`src/rtl/itmh_pkg.sv`:
```
// shared types, constants and helpers of the indexed timer min-heap
`default_nettype none

package itmh_pkg;

    // heap and id space sizes
    localparam int HEAP_CAPACITY = 32;
    localparam int HA_W          = $clog2(HEAP_CAPACITY);
    localparam int CNT_W         = $clog2(HEAP_CAPACITY + 1);
    localparam int IW            = HA_W + 2;
    localparam int ID_W          = 10;
    localparam int ID_SPACE      = 1 << ID_W;
    localparam int TIME_BITS     = 32;
    localparam int TMO_W         = 20;
    localparam int DELAY_W       = 20;
    localparam int MODE_W        = 3;
    localparam int STATUS_W      = 3;

    localparam logic [DELAY_W-1:0] DELAY_MAX = {DELAY_W{1'b1}};

    // operation codes
    localparam logic [MODE_W-1:0] MODE_ADD    = 3'd0;
    localparam logic [MODE_W-1:0] MODE_FIRE   = 3'd1;
    localparam logic [MODE_W-1:0] MODE_ADJUST = 3'd2;
    localparam logic [MODE_W-1:0] MODE_TICK   = 3'd3;
    localparam logic [MODE_W-1:0] MODE_CLEAR  = 3'd4;
    localparam logic [MODE_W-1:0] MODE_NEXT   = 3'd5;

    // result status codes
    localparam logic [STATUS_W-1:0] ST_DONE    = 3'd0;
    localparam logic [STATUS_W-1:0] ST_EXPIRED = 3'd1;
    localparam logic [STATUS_W-1:0] ST_DELAY   = 3'd2;
    localparam logic [STATUS_W-1:0] ST_EMPTY   = 3'd3;
    localparam logic [STATUS_W-1:0] ST_FULL    = 3'd4;
    localparam logic [STATUS_W-1:0] ST_UNKNOWN = 3'd5;

    typedef struct packed {
        logic [ID_W-1:0]      id;
        logic [TIME_BITS-1:0] exp;
    } entry_t;

    typedef enum logic [4:0] {
        S_IDLE,
        S_DISPATCH,
        S_LOOK_HEAP,
        S_LOOK_CHK,
        S_EMIT_FIRE,
        S_REM_START,
        S_REM_LOAD,
        S_SD_L,
        S_SD_R,
        S_SD_CMP,
        S_SU_RD,
        S_SU_CMP,
        S_FIN,
        S_EXP_RD,
        S_EXP_CHK,
        S_EMIT_EXP,
        S_EMIT_DONE,
        S_EMIT_FULL,
        S_EMIT_UNK,
        S_EMIT_DELAY,
        S_EMIT_EMPTY
    } state_t;

    typedef enum logic [2:0] {
        ADR_SLOT,
        ADR_LAST,
        ADR_LEFT,
        ADR_RIGHT,
        ADR_PARENT,
        ADR_ROOT
    } addr_sel_t;

    typedef enum logic [2:0] {
        POS_HOLD,
        POS_SLOT,
        POS_COUNT,
        POS_ZERO,
        POS_PICK,
        POS_PARENT
    } pos_sel_t;

    typedef enum logic [1:0] {
        WR_NONE,
        WR_PICK,
        WR_PARENT,
        WR_E
    } wr_sel_t;

    typedef enum logic [2:0] {
        EM_DONE,
        EM_FIRE,
        EM_EXP,
        EM_DELAY,
        EM_EMPTY,
        EM_FULL,
        EM_UNK
    } emit_t;

    // commands from controller to datapath
    typedef struct packed {
        logic      latch_in;
        logic      slot_rd;
        logic      heap_rd;
        addr_sel_t addr_sel;
        logic      now_inc;
        logic      count_clr;
        logic      count_inc;
        logic      count_dec;
        logic      load_e_new;
        logic      load_e_rd;
        pos_sel_t  pos_sel;
        logic      save_left;
        wr_sel_t   wr_sel;
        logic      moved_set;
        logic      emit;
        emit_t     emit_kind;
    } cmd_t;

    // status from datapath to controller
    typedef struct packed {
        logic [MODE_W-1:0] mode;
        logic known;
        logic full;
        logic empty;
        logic pos_lt_last;
        logic left_in;
        logic right_in;
        logic pos_zero;
        logic moved;
        logic e_before_pick;
        logic parent_before_e;
        logic root_due;
        logic out_free;
    } stat_t;

    // a is strictly earlier than b in wrapping time
    function automatic logic earlier(input logic [TIME_BITS-1:0] a,
                                     input logic [TIME_BITS-1:0] b);
        logic [TIME_BITS-1:0] d;
        d = a - b;
        return d[TIME_BITS-1];
    endfunction

endpackage

`default_nettype wire

```
`src/rtl/itmh_ctrl.sv`:
```
// sequencer for heap operations, sifting and expiry
`default_nettype none

module itmh_ctrl import itmh_pkg::*;
(
    input  wire logic  clk,
    input  wire logic  rst_n,
    input  wire logic  in_valid,
    output logic       in_ready,
    input  wire stat_t stat,
    output cmd_t       cmd
);

    state_t state_reg;
    state_t state_next;
    state_t post_fin;
    state_t post_rem;
    logic   is_tick;

    assign is_tick = (stat.mode == MODE_TICK);

    // where to go once a sift or a removal finishes
    always_comb
    begin
        if (stat.mode == MODE_FIRE)
            post_rem = S_IDLE;
        else
            post_rem = S_EXP_RD;
        if (stat.mode == MODE_ADD || stat.mode == MODE_ADJUST)
            post_fin = S_EMIT_DONE;
        else
            post_fin = post_rem;
    end

    // state register
    always_ff @(posedge clk or negedge rst_n)
    begin
        if (!rst_n)
            state_reg <= S_IDLE;
        else
            state_reg <= state_next;
    end

    // next state
    always_comb
    begin
        state_next = state_reg;
        unique case (state_reg)
            S_IDLE:
                if (in_valid)
                    state_next = S_DISPATCH;
            S_DISPATCH:
                if (stat.mode == MODE_ADD || stat.mode == MODE_FIRE
                    || stat.mode == MODE_ADJUST)
                    state_next = S_LOOK_HEAP;
                else if (stat.mode == MODE_TICK || stat.mode == MODE_NEXT)
                    state_next = S_EXP_RD;
                else
                    state_next = S_EMIT_DONE;
            S_LOOK_HEAP:
                state_next = S_LOOK_CHK;
            S_LOOK_CHK:
                priority if (stat.known && stat.mode == MODE_FIRE)
                    state_next = S_EMIT_FIRE;
                else if (stat.known)
                    state_next = S_SD_L;
                else if (stat.mode != MODE_ADD)
                    state_next = S_EMIT_UNK;
                else if (stat.full)
                    state_next = S_EMIT_FULL;
                else
                    state_next = S_SU_RD;
            S_EMIT_FIRE:
                if (stat.out_free)
                    state_next = S_REM_START;
            S_REM_START:
                if (stat.pos_lt_last)
                    state_next = S_REM_LOAD;
                else
                    state_next = post_rem;
            S_REM_LOAD:
                state_next = S_SD_L;
            S_SD_L:
                priority if (stat.left_in)
                    state_next = S_SD_R;
                else if (stat.moved)
                    state_next = S_FIN;
                else
                    state_next = S_SU_RD;
            S_SD_R:
                state_next = S_SD_CMP;
            S_SD_CMP:
                priority if (!stat.e_before_pick)
                    state_next = S_SD_L;
                else if (stat.moved)
                    state_next = S_FIN;
                else
                    state_next = S_SU_RD;
            S_SU_RD:
                if (stat.pos_zero)
                    state_next = S_FIN;
                else
                    state_next = S_SU_CMP;
            S_SU_CMP:
                if (stat.parent_before_e)
                    state_next = S_FIN;
                else
                    state_next = S_SU_RD;
            S_FIN:
                state_next = post_fin;
            S_EXP_RD:
                priority if (!stat.empty)
                    state_next = S_EXP_CHK;
                else if (is_tick)
                    state_next = S_EMIT_DONE;
                else
                    state_next = S_EMIT_EMPTY;
            S_EXP_CHK:
                priority if (stat.root_due)
                    state_next = S_EMIT_EXP;
                else if (is_tick)
                    state_next = S_EMIT_DONE;
                else
                    state_next = S_EMIT_DELAY;
            S_EMIT_EXP:
                if (stat.out_free)
                    state_next = S_REM_START;
            S_EMIT_DONE, S_EMIT_FULL, S_EMIT_UNK, S_EMIT_DELAY, S_EMIT_EMPTY:
                if (stat.out_free)
                    state_next = S_IDLE;
            default:
                state_next = S_IDLE;
        endcase
    end

    // commands
    always_comb
    begin
        cmd          = '0;
        cmd.addr_sel = ADR_ROOT;
        cmd.pos_sel  = POS_HOLD;
        cmd.wr_sel   = WR_NONE;
        cmd.emit_kind = EM_DONE;
        in_ready     = 1'b0;
        unique case (state_reg)
            S_IDLE:
            begin
                in_ready     = 1'b1;
                cmd.latch_in = in_valid;
            end
            S_DISPATCH:
            begin
                cmd.slot_rd   = (stat.mode == MODE_ADD || stat.mode == MODE_FIRE
                                 || stat.mode == MODE_ADJUST);
                cmd.now_inc   = (stat.mode == MODE_TICK);
                cmd.count_clr = (stat.mode == MODE_CLEAR);
            end
            S_LOOK_HEAP:
            begin
                cmd.heap_rd  = 1'b1;
                cmd.addr_sel = ADR_SLOT;
            end
            S_LOOK_CHK:
                priority if (stat.known && stat.mode == MODE_FIRE)
                    cmd.pos_sel = POS_SLOT;
                else if (stat.known)
                begin
                    cmd.pos_sel    = POS_SLOT;
                    cmd.load_e_new = 1'b1;
                end
                else if (stat.mode == MODE_ADD && !stat.full)
                begin
                    cmd.pos_sel    = POS_COUNT;
                    cmd.load_e_new = 1'b1;
                    cmd.count_inc  = 1'b1;
                end
                else
                    cmd.pos_sel = POS_HOLD;
            S_EMIT_FIRE:
            begin
                cmd.emit      = stat.out_free;
                cmd.emit_kind = EM_FIRE;
            end
            S_REM_START:
            begin
                cmd.count_dec = 1'b1;
                cmd.heap_rd   = stat.pos_lt_last;
                cmd.addr_sel  = ADR_LAST;
            end
            S_REM_LOAD:
                cmd.load_e_rd = 1'b1;
            S_SD_L:
            begin
                cmd.heap_rd  = stat.left_in;
                cmd.addr_sel = ADR_LEFT;
            end
            S_SD_R:
            begin
                cmd.save_left = 1'b1;
                cmd.heap_rd   = stat.right_in;
                cmd.addr_sel  = ADR_RIGHT;
            end
            S_SD_CMP:
                if (!stat.e_before_pick)
                begin
                    cmd.wr_sel    = WR_PICK;
                    cmd.pos_sel   = POS_PICK;
                    cmd.moved_set = 1'b1;
                end
            S_SU_RD:
            begin
                cmd.heap_rd  = !stat.pos_zero;
                cmd.addr_sel = ADR_PARENT;
            end
            S_SU_CMP:
                if (!stat.parent_before_e)
                begin
                    cmd.wr_sel  = WR_PARENT;
                    cmd.pos_sel = POS_PARENT;
                end
            S_FIN:
                cmd.wr_sel = WR_E;
            S_EXP_RD:
            begin
                cmd.heap_rd  = !stat.empty;
                cmd.addr_sel = ADR_ROOT;
            end
            S_EXP_CHK:
                cmd.pos_sel = POS_ZERO;
            S_EMIT_EXP:
            begin
                cmd.emit      = stat.out_free;
                cmd.emit_kind = EM_EXP;
            end
            S_EMIT_DONE:
            begin
                cmd.emit      = stat.out_free;
                cmd.emit_kind = EM_DONE;
            end
            S_EMIT_FULL:
            begin
                cmd.emit      = stat.out_free;
                cmd.emit_kind = EM_FULL;
            end
            S_EMIT_UNK:
            begin
                cmd.emit      = stat.out_free;
                cmd.emit_kind = EM_UNK;
            end
            S_EMIT_DELAY:
            begin
                cmd.emit      = stat.out_free;
                cmd.emit_kind = EM_DELAY;
            end
            S_EMIT_EMPTY:
            begin
                cmd.emit      = stat.out_free;
                cmd.emit_kind = EM_EMPTY;
            end
            default:
                in_ready = 1'b0;
        endcase
    end

endmodule

`default_nettype wire

```
`config.mk`:
```
export PLATFORM = sky130hd
export DESIGN_NAME = itmh_ctrl
export DESIGN_NICKNAME = d
export VERILOG_FILES = /design/src/rtl/itmh_pkg.sv /design/src/rtl/itmh_ctrl.sv
export SDC_FILE = /design/constraint.sdc
export NUM_CORES = 1
export LEC_CHECK = 0
export BUFFER_PORTS_ARGS = -buffer_cell sky130_fd_sc_hd__buf_2
export CAP_MARGIN = 20
export CORE_MARGIN = 5
export CORE_UTILIZATION = 28
export DETAILED_ROUTE_END_ITERATION = 6
export PLACE_DENSITY = 0.61
export RECOVER_POWER = 25
export SYNTH_ARGS = -nofsm -noshare
export SYNTH_HDL_FRONTEND = slang
export SYNTH_SLANG_ARGS = --single-unit
```
`constraint.sdc`:
```
create_clock -name clk -period 2 [get_ports clk]
set_input_delay 0.1 -clock clk [delete_from_list [all_inputs] [get_ports clk]]
set_output_delay 0.1 -clock clk [all_outputs]
set_load 0.005 [all_outputs]
```
==> results by group, run 1 <==
Run status
  – Run status: finished, final reports clean

Route
  – DRC viols: 0
  – DR vias/cell: 5.46
  – WL/cell: 16.0 µm
  – Routed WL: 4190 µm
  – DRT Pass-1 Iters: 4
  – ANT nets after route: 0
  – Via count: 1,424
  – First-iteration detailed-routing DRC count: between 90 and 100

Synthesis
  – Syn Area/Cell: 6.17 µm²
  – Syn nets: 184
  – Count of cell types in the netlist: between 40 and 50
  – Top cells by area, synth: dfrtp_1 (12%), nand2_1 (8.4%), nor2_1 (7.7%)
  – Seq cells post-synth: 5
  – Post-synthesis sequential area ratio: 12.2%
  – Yosys warns: 0
  – Ys flop type: dfrtp_1
  – Post-synth EDFFs: 0
  – Top cells by count, synth: nand2_1 (23), nor2_1 (21), a21oi_1 (14)
  – Most numerous cell in the Yosys netlist: nand2_1
  – Mapped Cells: roughly 170
  – Netlist Area Pre-Place: 1020 µm²
  – Synth top area share: about 12%
  – Synth area leader: dfrtp_1
  – Ys async rst share: 100%

Hold path
  – Hold Crit Class: primary input to flip-flop
  – Hold Path Origin: stat[4]
  – Hold-critical path depth: 3
  – WHS Endpoint: state_reg[2]

Job
  – Max-Cap Viols: 0

Place
  – Placed cell area: between 1000 and 1500 µm²
  – Number of port buffers: 41
  – Post-DP HPWL: 3260 µm
  – Placer Congestion: ~1

STA
  – Final Hold Viols: 0
  – Setup violations, final: 0
  – RSZ-0062 raised after global routing: yes
  – Part of the cycle the worst path needs: 97.3%
  – Fmax: 0.514 GHz
  – Clock skew: 0.436 ps
  – Slew Limit Headroom: 62.9%
  – Final worst path period need: ~1900 ps
  – Worst-margin pin slew: approximately 560 ps
  – Slew Viols, Final: 0

Worst setup path
  – Reg2reg start: state_reg[2]
  – Crit path max fanout: 8
  – Arrival time worst endpoint: about 1900 ps
  – Worst flop-to-flop path endpoint: state_reg[4]
  – Crit Path Class: flip-flop to output pin
  – Worst r2r path cells: 5
  – CP startpoint kind: flip-flop
  – R2R Setup Slk: approximately 190 ps
  – Crit. End Element: output pin
  – Crit path required time: 1900 ps

Clock tree
  – Clk sinks: 5
  – Root buffer cell: clkbuf_8
  – Bufs on Longest Clock Path: 2
  – H-Tree Depth: 1
  – CTS tree: done
  – Num CTS Buffers: 3
  – Clock transition at path regs: 40 ps
  – Setup Fix Bufs, Post-CTS: 0
  – Clock Latency Late Sink: 240 ps

Power and ir drop
  – Psw: about 1 mW
  – Power Internal: 956 µW
  – Design Power: 1.96 mW
  – Seq pwr share: ~14%
  – Lkg Pwr: 0.656 nW
  – PD cells: 1380 nW/µm²
  – Comb pwr share: around 75%
  – Switching Share: 51.2%
  – VDD IR max: 0.450 mV
  – Clock network fraction of total power: a little over a tenth

Final layout
  – Final #Nets: 232
  – Design area: 1420 µm²
  – Share of cells above drive strength 1: 31.9%
  – P&R area growth vs syn: 38.7%
  – # fillers: between 400 and 500
  – Max reg flops: 5
  – Multi-input logic area: ~840 µm²
  – Sequential Area: 130 µm²
  – Antenna Cells: 0

Global route
  – Pin count of the biggest net entering global routing: 21
  – GR Overflow Total: 0
  – Total GRT Usage: ~17%
  – First-pass GRT wire length: 6970 µm
  – Vias in the first global route: approximately 1,400
  – Initial antenna violation count: 0

Floorplanning
  – Starting density of the core: between 20% and 30%
  – Die area: 4970 µm²
  – I/O Pins: 42
  – Core area: 3610 µm²
  – Die height: 70.5 µm
  – Row Count: 22
  – Die X: approximately 70 µm
[logic make-up (layout without fill, tap and decap cells)]
group	count (synthesis)	in the layout	share of synthesized area [%]
simple gates	91	91	46.6
compound gates	48	48	30.5
buf+inv	18	65	6.96
flops	5	5	12.2
xor+xnor	2	2	1.71
mux	2	2	1.95
[worst max-delay path by stage]
stage / cells past startpoint / start / slack [ps] / endpoint
after floorplan: 6 / state_reg[3] / 300 / state_reg[3]
after global placement: 5 / state_reg[2] / 60 / state_reg[4]
after detailed placement: 5 / state_reg[2] / 110 / state_reg[4]
after CTS: 5 / state_reg[1] / 20 / cmd[9]
after global routing: 5 / state_reg[3] / -30 / cmd[9]
final: 5 / state_reg[3] / 50 / cmd[9]
[repair_timing]
| item | 4_1_cts | 5_1_grt |
|---|---|---|
| hold buffers | 1 | 0 |
| resized for setup | 1 | 5 |
| setup endpoints to repair | 1 | 3 |
| hold endpoints to repair | 5 | 0 |
[metrics by stage]
| step | setup slack, ps | TNS (ps) | utilization [%] | hold slack (ps) | cells |
|---|---|---|---|---|---|
| after floorplan | 296 | 0 | - | -196 | 166 |
| after global placement | 55.6 | 0 | 37.5 | -66.2 | 256 |
| after detailed placement | 113 | 0 | 37.5 | -65.4 | 256 |
| after CTS | 18.8 | 0 | 39.0 | 143 | 261 |
| after global routing | -27.9 | -27.9 | 39.4 | 166 | 261 |
| final | 54.6 | 0 | 39.4 | 143 | 261 |
[power by group through the flow]
| stage | Clock [mW] | Sequential (mW) | Combinational [mW] |
|---|---|---|---|
| global route | 0.210 | 0.284 | 1.64 |
| CTS | 0.206 | 0.265 | 1.45 |
| floorplan | 0 | 0.198 | 0.941 |
| detailed placement | 0 | 0.263 | 1.44 |
| global placement | 0 | 0.265 | 1.45 |
| finish | 0.206 | 0.276 | 1.48 |
[cells in the final DEF, fill, tap and decap left out, types with 2 or more instances in the layout]
cell and n:
nand2_1 23, and2_1 2, nor4_1 2, o21ai_0 13
clkbuf_8 3, mux2i_1 2, dfrtp_2 4, nor3b_1 4
nand4_1 3, nor2_1 21, o32ai_1 3, inv_1 6
a31oi_1 2, and3_1 3, clkbuf_1 2, nor3_1 10
buf_2 40, a21oi_1 14, nor2b_1 6, nand3_1 3
a21boi_0 2, nand2b_1 3, o211ai_1 2, buf_4 11
o22ai_1 3
[routing by layer]
metal,part of all wire (%),vias to the layer above,global-route usage [%]
li1,-,706,-
met1,43,636,23.4
met2,47,74,27.8
met3,7.8,8,1.58
met4,2.2,0,8.30
met5,0,-,0
[critical path: stages (launching register included)]
cell and delay (ps):
dfrtp_2 440, or3b_1 380, or2_4 270, nor4b_4 270
nand2b_1 140, buf_2 110
[cell type report]
cell class	count	share of cell area (%)
Clock buffer	4	3.17
Inverter	6	1.58
Multi-Input combinational cell	143	59.1
Sequential cell	5	9.15
Tap cell	48	4.23
Timing Repair Buffer	55	22.8
Power figures use the tool's default switching activity.
==> inputs of run 2 (changes only) <==
--- a/config.mk
+++ b/config.mk
@@ -7,6 +7,7 @@
 export LEC_CHECK = 0
 export BUFFER_PORTS_ARGS = -buffer_cell sky130_fd_sc_hd__buf_2
 export CAP_MARGIN = 20
+export CORE_ASPECT_RATIO = 1.2
 export CORE_MARGIN = 5
 export CORE_UTILIZATION = 28
 export DETAILED_ROUTE_END_ITERATION = 6
==> results by group, run 2 (synthesized netlist as in run 1, its figures left out) <==
Worst setup path
  – Crit-path cells: or3b_4, or2_4, nor4b_4, nand2b_1, buf_2
  – Crit path max fanout: 7 (-1)
  – CP delay by family, top: simple AND/OR/NAND/NOR gates
  – Crit. End Element: output pin
  – Arrival time worst endpoint: 1880 ps (+30 ps)
  – Crit-path max cell delay: 450 ps (about the same)
  – Crit Path Class: flip-flop to output pin
  – Worst path bufs/invs: 1 (unchanged)
  – Crit path required time: 1900 ps (about the same)
  – CP startpoint kind: flip-flop
  – CP max-delay cell: dfrtp_2

Route
  – DRC viols: 0 (unchanged)
  – First-iteration detailed-routing DRC count: 83 (-11%)
  – ANT nets after route: 0 (unchanged)
  – WL/cell: 15.2 µm (-5.4%)
  – DRT Pass-1 Iters: 4 (unchanged)
  – DR vias/cell: 5.58 (+2.3%)
  – Via count: 1,512 (+6.2%)
  – DR top layer: met4
  – WL met3: 254 µm (-23%)
  – Routed WL: 4110 µm (-1.8%)
  – Metal2 WL: 1920 µm (-2.1%)
  – Wl on met1: 1730 µm (-4.2%)

Clock tree
  – Clock Latency Late Sink: 220 ps (-20 ps)
  – CTS tree: done
  – Clock transition at path regs: 30 ps (about the same)
  – Root buffer cell: clkbuf_8
  – Clk sinks: 5 (unchanged)
  – H-Tree Depth: 1 (unchanged)
  – Bufs on Longest Clock Path: 2 (unchanged)
  – Num CTS Buffers: 3 (unchanged)

Place
  – Pre-CTS WS: 76.3 ps (-37.1 ps)
  – Post-DP HPWL: 3160 µm (-2.9%)
  – Number of port buffers: 41 (unchanged)
  – Placer Congestion: 0.909 (-7.0%)

Final layout
  – Most common cell after layout, fill and taps aside: buf_2
  – Final #Nets: 251 (+8.2%)
  – Commonest non-fill, non-tap cells in the layout: buf_2 (40), buf_4 (29), nand2_1 (23), nor2_1 (21), a21oi_1 (14)
  – Share of cells above drive strength 1: 38.4% (+6.4 points)
  – P&R area growth vs syn: 51.5%
  – Antenna Cells: 0 (unchanged)
  – Max reg flops: 5 (unchanged)
  – # fillers: 382 (-6.1%)

Global route
  – GR Overflow Total: 0 (unchanged)
  – First-pass GRT wire length: 6630 µm (-4.9%)
  – Pin count of the biggest net entering global routing: 18 (-14%)
  – Initial antenna violation count: 0 (unchanged)
  – Vias in the first global route: 1,417 (+2.5%)
  – Total GRT Usage: 16.4% (-1.1 points)

Floorplanning
  – Die height: 76.3 µm (+8.2%)
  – Core area: 3570 µm² (-0.90%)
  – I/O Pins: 42 (unchanged)
  – Die X: 65.2 µm (-7.5%)
  – Die area: 4970 µm² (+0.10%)
  – Starting density of the core: 28.7% (+0.26 points)
  – Row Count: 24 (+9.1%)

Power and ir drop
  – Lkg Pwr: 0.748 nW (+14%)
  – VDD IR max: 0.567 mV (+26%)
  – PD cells: 1410 nW/µm² (+2.2%)

Hold path
  – Hold Crit Class: primary input to flip-flop

STA
  – Slew Limit Headroom: 66.7% (+3.8 points)
  – Slew Viols, Final: 0 (unchanged)
  – Hold WS: 212 ps (+69.2 ps)
  – Worst-margin pin slew: 499 ps (-57.2 ps)
  – Part of the cycle the worst path needs: 98.8% (+1.5 points)
  – Final Hold Viols: 0 (unchanged)
  – Setup violations, final: 0 (unchanged)
  – Post-route setup TNS: 0 ps (unchanged)
  – Clock skew: 0.201 ps (-0.235 ps)
  – Fmax: 0.506 GHz (-1.5%)
  – Final setup margin: 24.4 ps (-30.3 ps)
  – Final worst path period need: 1980 ps (+30.3 ps)
  – RSZ-0062 raised after global routing: yes

Job
  – Max-Cap Viols: 0 (unchanged)

Run status
  – Run status: finished, final reports clean
run 2: through the flow:
step	util, %	cells	cell area, µm²	power, mW
after detailed placement	38.3	251	1370	1.76
after global placement	38.3	251	1370	1.78
final	43.5	271	1550	2.19
after CTS	40.1	256	1430	1.97
after global routing	43.5	271	1550	2.38
after floorplan	-	166	1020	1.14
run 2: path summary, 6_finish.rpt:
check                             start           end  slack [ps]  depth (start not counted)
max                        state_reg[3]        cmd[9]          20                          5
min                             stat[4]  state_reg[2]         210                          3
max reg2reg                state_reg[1]  state_reg[2]         100                          7
min reg2reg                state_reg[0]  state_reg[0]         660                          2
max in group asynchronous         rst_n  state_reg[3]        1520                          2
min in group asynchronous         rst_n  state_reg[1]         260                          2
run 2: report_power, final:
group | switching, mW | total [mW] | internal [mW]
registers | 0.123 | 0.286 | 0.163
logic | 0.883 | 1.72 | 0.833
clock network | 0.0506 | 0.188 | 0.137
run 2: what timing repair did:
item                                   4_1_cts  5_1_grt
hold buffers                                 1        0
pin swaps                                    0        1
setup buffers                                0       15
setup endpoints to repair                    4        4
resized for setup                            4        5
endpoints found under the hold margin        5        0
run 2: worst min-delay path: stages:
cell and delay, ps:
buf_2 110, nand2_1 50, a31oi_1 120
run 2: layer usage:
layer / global-route usage, % / vias up
met5: 0 / -
met4: 9.54 / 0
met3: 3.10 / 18
met2: 24.3 / 61
met1: 21.6 / 697
li1: - / 736
run 2: final cells by class:
class | instances | area, µm² | area share (%)
multi-input combinational | 143 | 845 | 54.4
timing repair buffer | 74 | 460 | 29.7
sequential | 5 | 131 | 8.46
tap | 39 | 48.8 | 3.14
clock buffer | 4 | 45.0 | 2.90
inverter | 6 | 22.5 | 1.45
==> inputs of run 3 (changes only) <==
--- a/config.mk
+++ b/config.mk
@@ -5,14 +5,16 @@
 export SDC_FILE = /design/constraint.sdc
 export NUM_CORES = 1
 export LEC_CHECK = 0
+export ABC_CLOCK_PERIOD_IN_PS = 2000
 export BUFFER_PORTS_ARGS = -buffer_cell sky130_fd_sc_hd__buf_2
 export CAP_MARGIN = 20
 export CORE_ASPECT_RATIO = 1.2
 export CORE_MARGIN = 5
 export CORE_UTILIZATION = 28
 export DETAILED_ROUTE_END_ITERATION = 6
-export PLACE_DENSITY = 0.61
+export PLACE_DENSITY = 0.56
 export RECOVER_POWER = 25
+export SLEW_MARGIN = 20
 export SYNTH_ARGS = -nofsm -noshare
 export SYNTH_HDL_FRONTEND = slang
 export SYNTH_SLANG_ARGS = --single-unit
==> results by group, run 3 (synthesized netlist as in run 1, its figures left out) <==
Clock tree
  – Bufs on Longest Clock Path: 2 (unchanged)
  – CTS tree: done
  – Root buffer cell: clkbuf_8
  – Clk sinks: 5 (unchanged)
  – Clock Latency Late Sink: 220 ps (about the same)
  – Clock transition at path regs: 40 ps (about the same)
  – Num CTS Buffers: 3 (unchanged)
  – H-Tree Depth: 1 (unchanged)

Worst setup path
  – Arrival time worst endpoint: 1890 ps (about the same)
  – R2R Setup Slk: 70 ps (-30 ps)
  – Worst flop-to-flop path endpoint: state_reg[0]
  – CP startpoint kind: flip-flop
  – Crit path max fanout: 6 (-1)
  – Reg2reg start: state_reg[1]
  – Crit Path Class: flip-flop to output pin
  – Crit path required time: 1900 ps (about the same)
  – Worst r2r path cells: 7 (unchanged)
  – Crit. End Element: output pin

Final layout
  – Max reg flops: 5 (unchanged)
  – P&R area growth vs syn: 44.9%
  – Final #Nets: 245 (-2.4%)
  – Most common cell after layout, fill and taps aside: buf_2
  – # fillers: 412 (+7.9%)
  – Commonest non-fill, non-tap cells in the layout: buf_2 (40), buf_4 (25), nand2_1 (23), nor2_1 (21), a21oi_1 (14)
  – Sequential Area: 130 µm² (-0.95%)
  – Antenna Cells: 0 (unchanged)
  – Multi-input logic area: 833 µm² (-1.3%)
  – Share of cells above drive strength 1: 35.4% (-3.0 points)

Power and ir drop
  – Design Power: 2.05 mW (-6.4%)
  – VDD IR max: 0.448 mV (-21%)
  – Lkg Pwr: 0.715 nW (-4.4%)
  – PD cells: 1380 nW/µm² (-2.1%)

STA
  – Worst-margin pin slew: 494 ps (-5.08 ps)
  – Fmax: 0.503 GHz (-0.60%)
  – Slew Viols, Final: 0 (unchanged)
  – Slew Limit Headroom: 67.0% (+0.34 points)
  – Clock skew: 2.08 ps (+1.88 ps)
  – Final worst path period need: 1990 ps (+11.9 ps)
  – RSZ-0062 raised after global routing: yes
  – Post-route setup TNS: 0 ps (unchanged)
  – Final Hold Viols: 0 (unchanged)
  – Part of the cycle the worst path needs: 99.4% (+0.59 points)
  – Setup violations, final: 0 (unchanged)

Global route
  – First-pass GRT wire length: 6670 µm (+0.53%)
  – GR Overflow Total: 0 (unchanged)
  – Vias in the first global route: 1,391 (-1.8%)
  – Initial antenna violation count: 0 (unchanged)
  – Total GRT Usage: 16.2% (-0.12 points)
  – Pin count of the biggest net entering global routing: 17 (-1)

Route
  – First-iteration detailed-routing DRC count: 82 (-1.2%)
  – DR vias/cell: 5.47 (-2.0%)
  – DRC viols: 0 (unchanged)
  – ANT nets after route: 0 (unchanged)
  – WL met3: 228 µm (-10%)
  – DR top layer: met4
  – Wl on met1: 1750 µm (+0.87%)
  – DRT Pass-1 Iters: 4 (unchanged)
  – Metal2 WL: 1940 µm (+0.99%)
  – Via count: 1,449 (-4.2%)
  – WL/cell: 15.0 µm (-0.99%)
  – Routed WL: 3980 µm (-3.2%)

Run status
  – Run status: finished, final reports clean

Floorplanning
  – Row Count: 24 (unchanged)
  – Die X: 65.2 µm (unchanged)
  – Die height: 76.3 µm (unchanged)
  – I/O Pins: 42 (unchanged)
  – Core area: 3570 µm² (unchanged)
  – Die area: 4970 µm² (unchanged)
  – Starting density of the core: 28.7% (unchanged)

Hold path
  – WHS Endpoint: state_reg[2]
  – Hold Path Origin: stat[4]
  – Hold-critical path depth: 3 (unchanged)
  – Hold Crit Class: primary input to flip-flop

Job
  – Max-Cap Viols: 0 (unchanged)

Place
  – Number of port buffers: 41 (unchanged)
  – Placer Congestion: 0.932 (+2.5%)
  – Post-DP HPWL: 3220 µm (+1.8%)
## run 3: changes by cell type in the layout (fill, tap and decap cells not counted), sizes merged
| cell | change |
|---|---|
| buf | -5 |
| clkbuf | -1 |
## run 3: per-stage QoR
stage	cell area, µm²	std cells	hold slack (ps)	utilization, %	setup slack (ps)
3_5_place_dp	1380	254	-82.5	38.6	36.2
5_1_grt	1490	265	238	41.6	-58.5
6_report	1490	265	217	41.6	12.5
4_1_cts	1440	259	222	40.4	18.7
3_3_place_gp	1380	254	-81.5	38.6	27.0
2_1_floorplan	1020	166	-196	-	296
## run 3: per-layer routing
layer	global-route usage [%]	vias to the layer above
met4	5.39	0
met2	26.2	47
met3	1.18	6
met5	0	-
met1	22.5	666
li1	-	730
## run 3: worst max path at each step
stage | start | endpoint | slack (ps)
2_1_floorplan | state_reg[3] | state_reg[3] | 300
3_3_place_gp | state_reg[0] | state_reg[2] | 30
3_5_place_dp | state_reg[0] | state_reg[2] | 40
4_1_cts | state_reg[4] | cmd[9] | 20
5_1_grt | state_reg[4] | cmd[9] | -60
6_report | state_reg[1] | cmd[9] | 10
## run 3: critical path: stages (launching register included)
cell and delay [ps]:
dfrtp_1 440, or3b_4 410, or2_4 270, nor4b_4 300
nand2b_1 140, buf_2 110
## run 3: layout make-up
cell class,count,area share [%]
multi-input cells,143,56.1
repair buffers,68,27.3
flip-flops and latches,5,8.76
well taps,39,3.29
clock buffers,4,3.03
inverters,6,1.52
## run 3: timing repair
item / in CTS / in global routing
hold buffers: 1 / 0
endpoints found under the hold margin: 5 / 0
buffers inserted: 0 / 6
endpoints found under the setup margin: 3 / 5
pin swaps: 0 / 1
resized for setup: 5 / 2
## run 3: power by group
part	internal [mW]	total [mW]	switching, mW
clock	0.136	0.181	0.0449
combinational	0.751	1.57	0.821
sequential	0.160	0.296	0.136
total	1.05	2.05	1.00
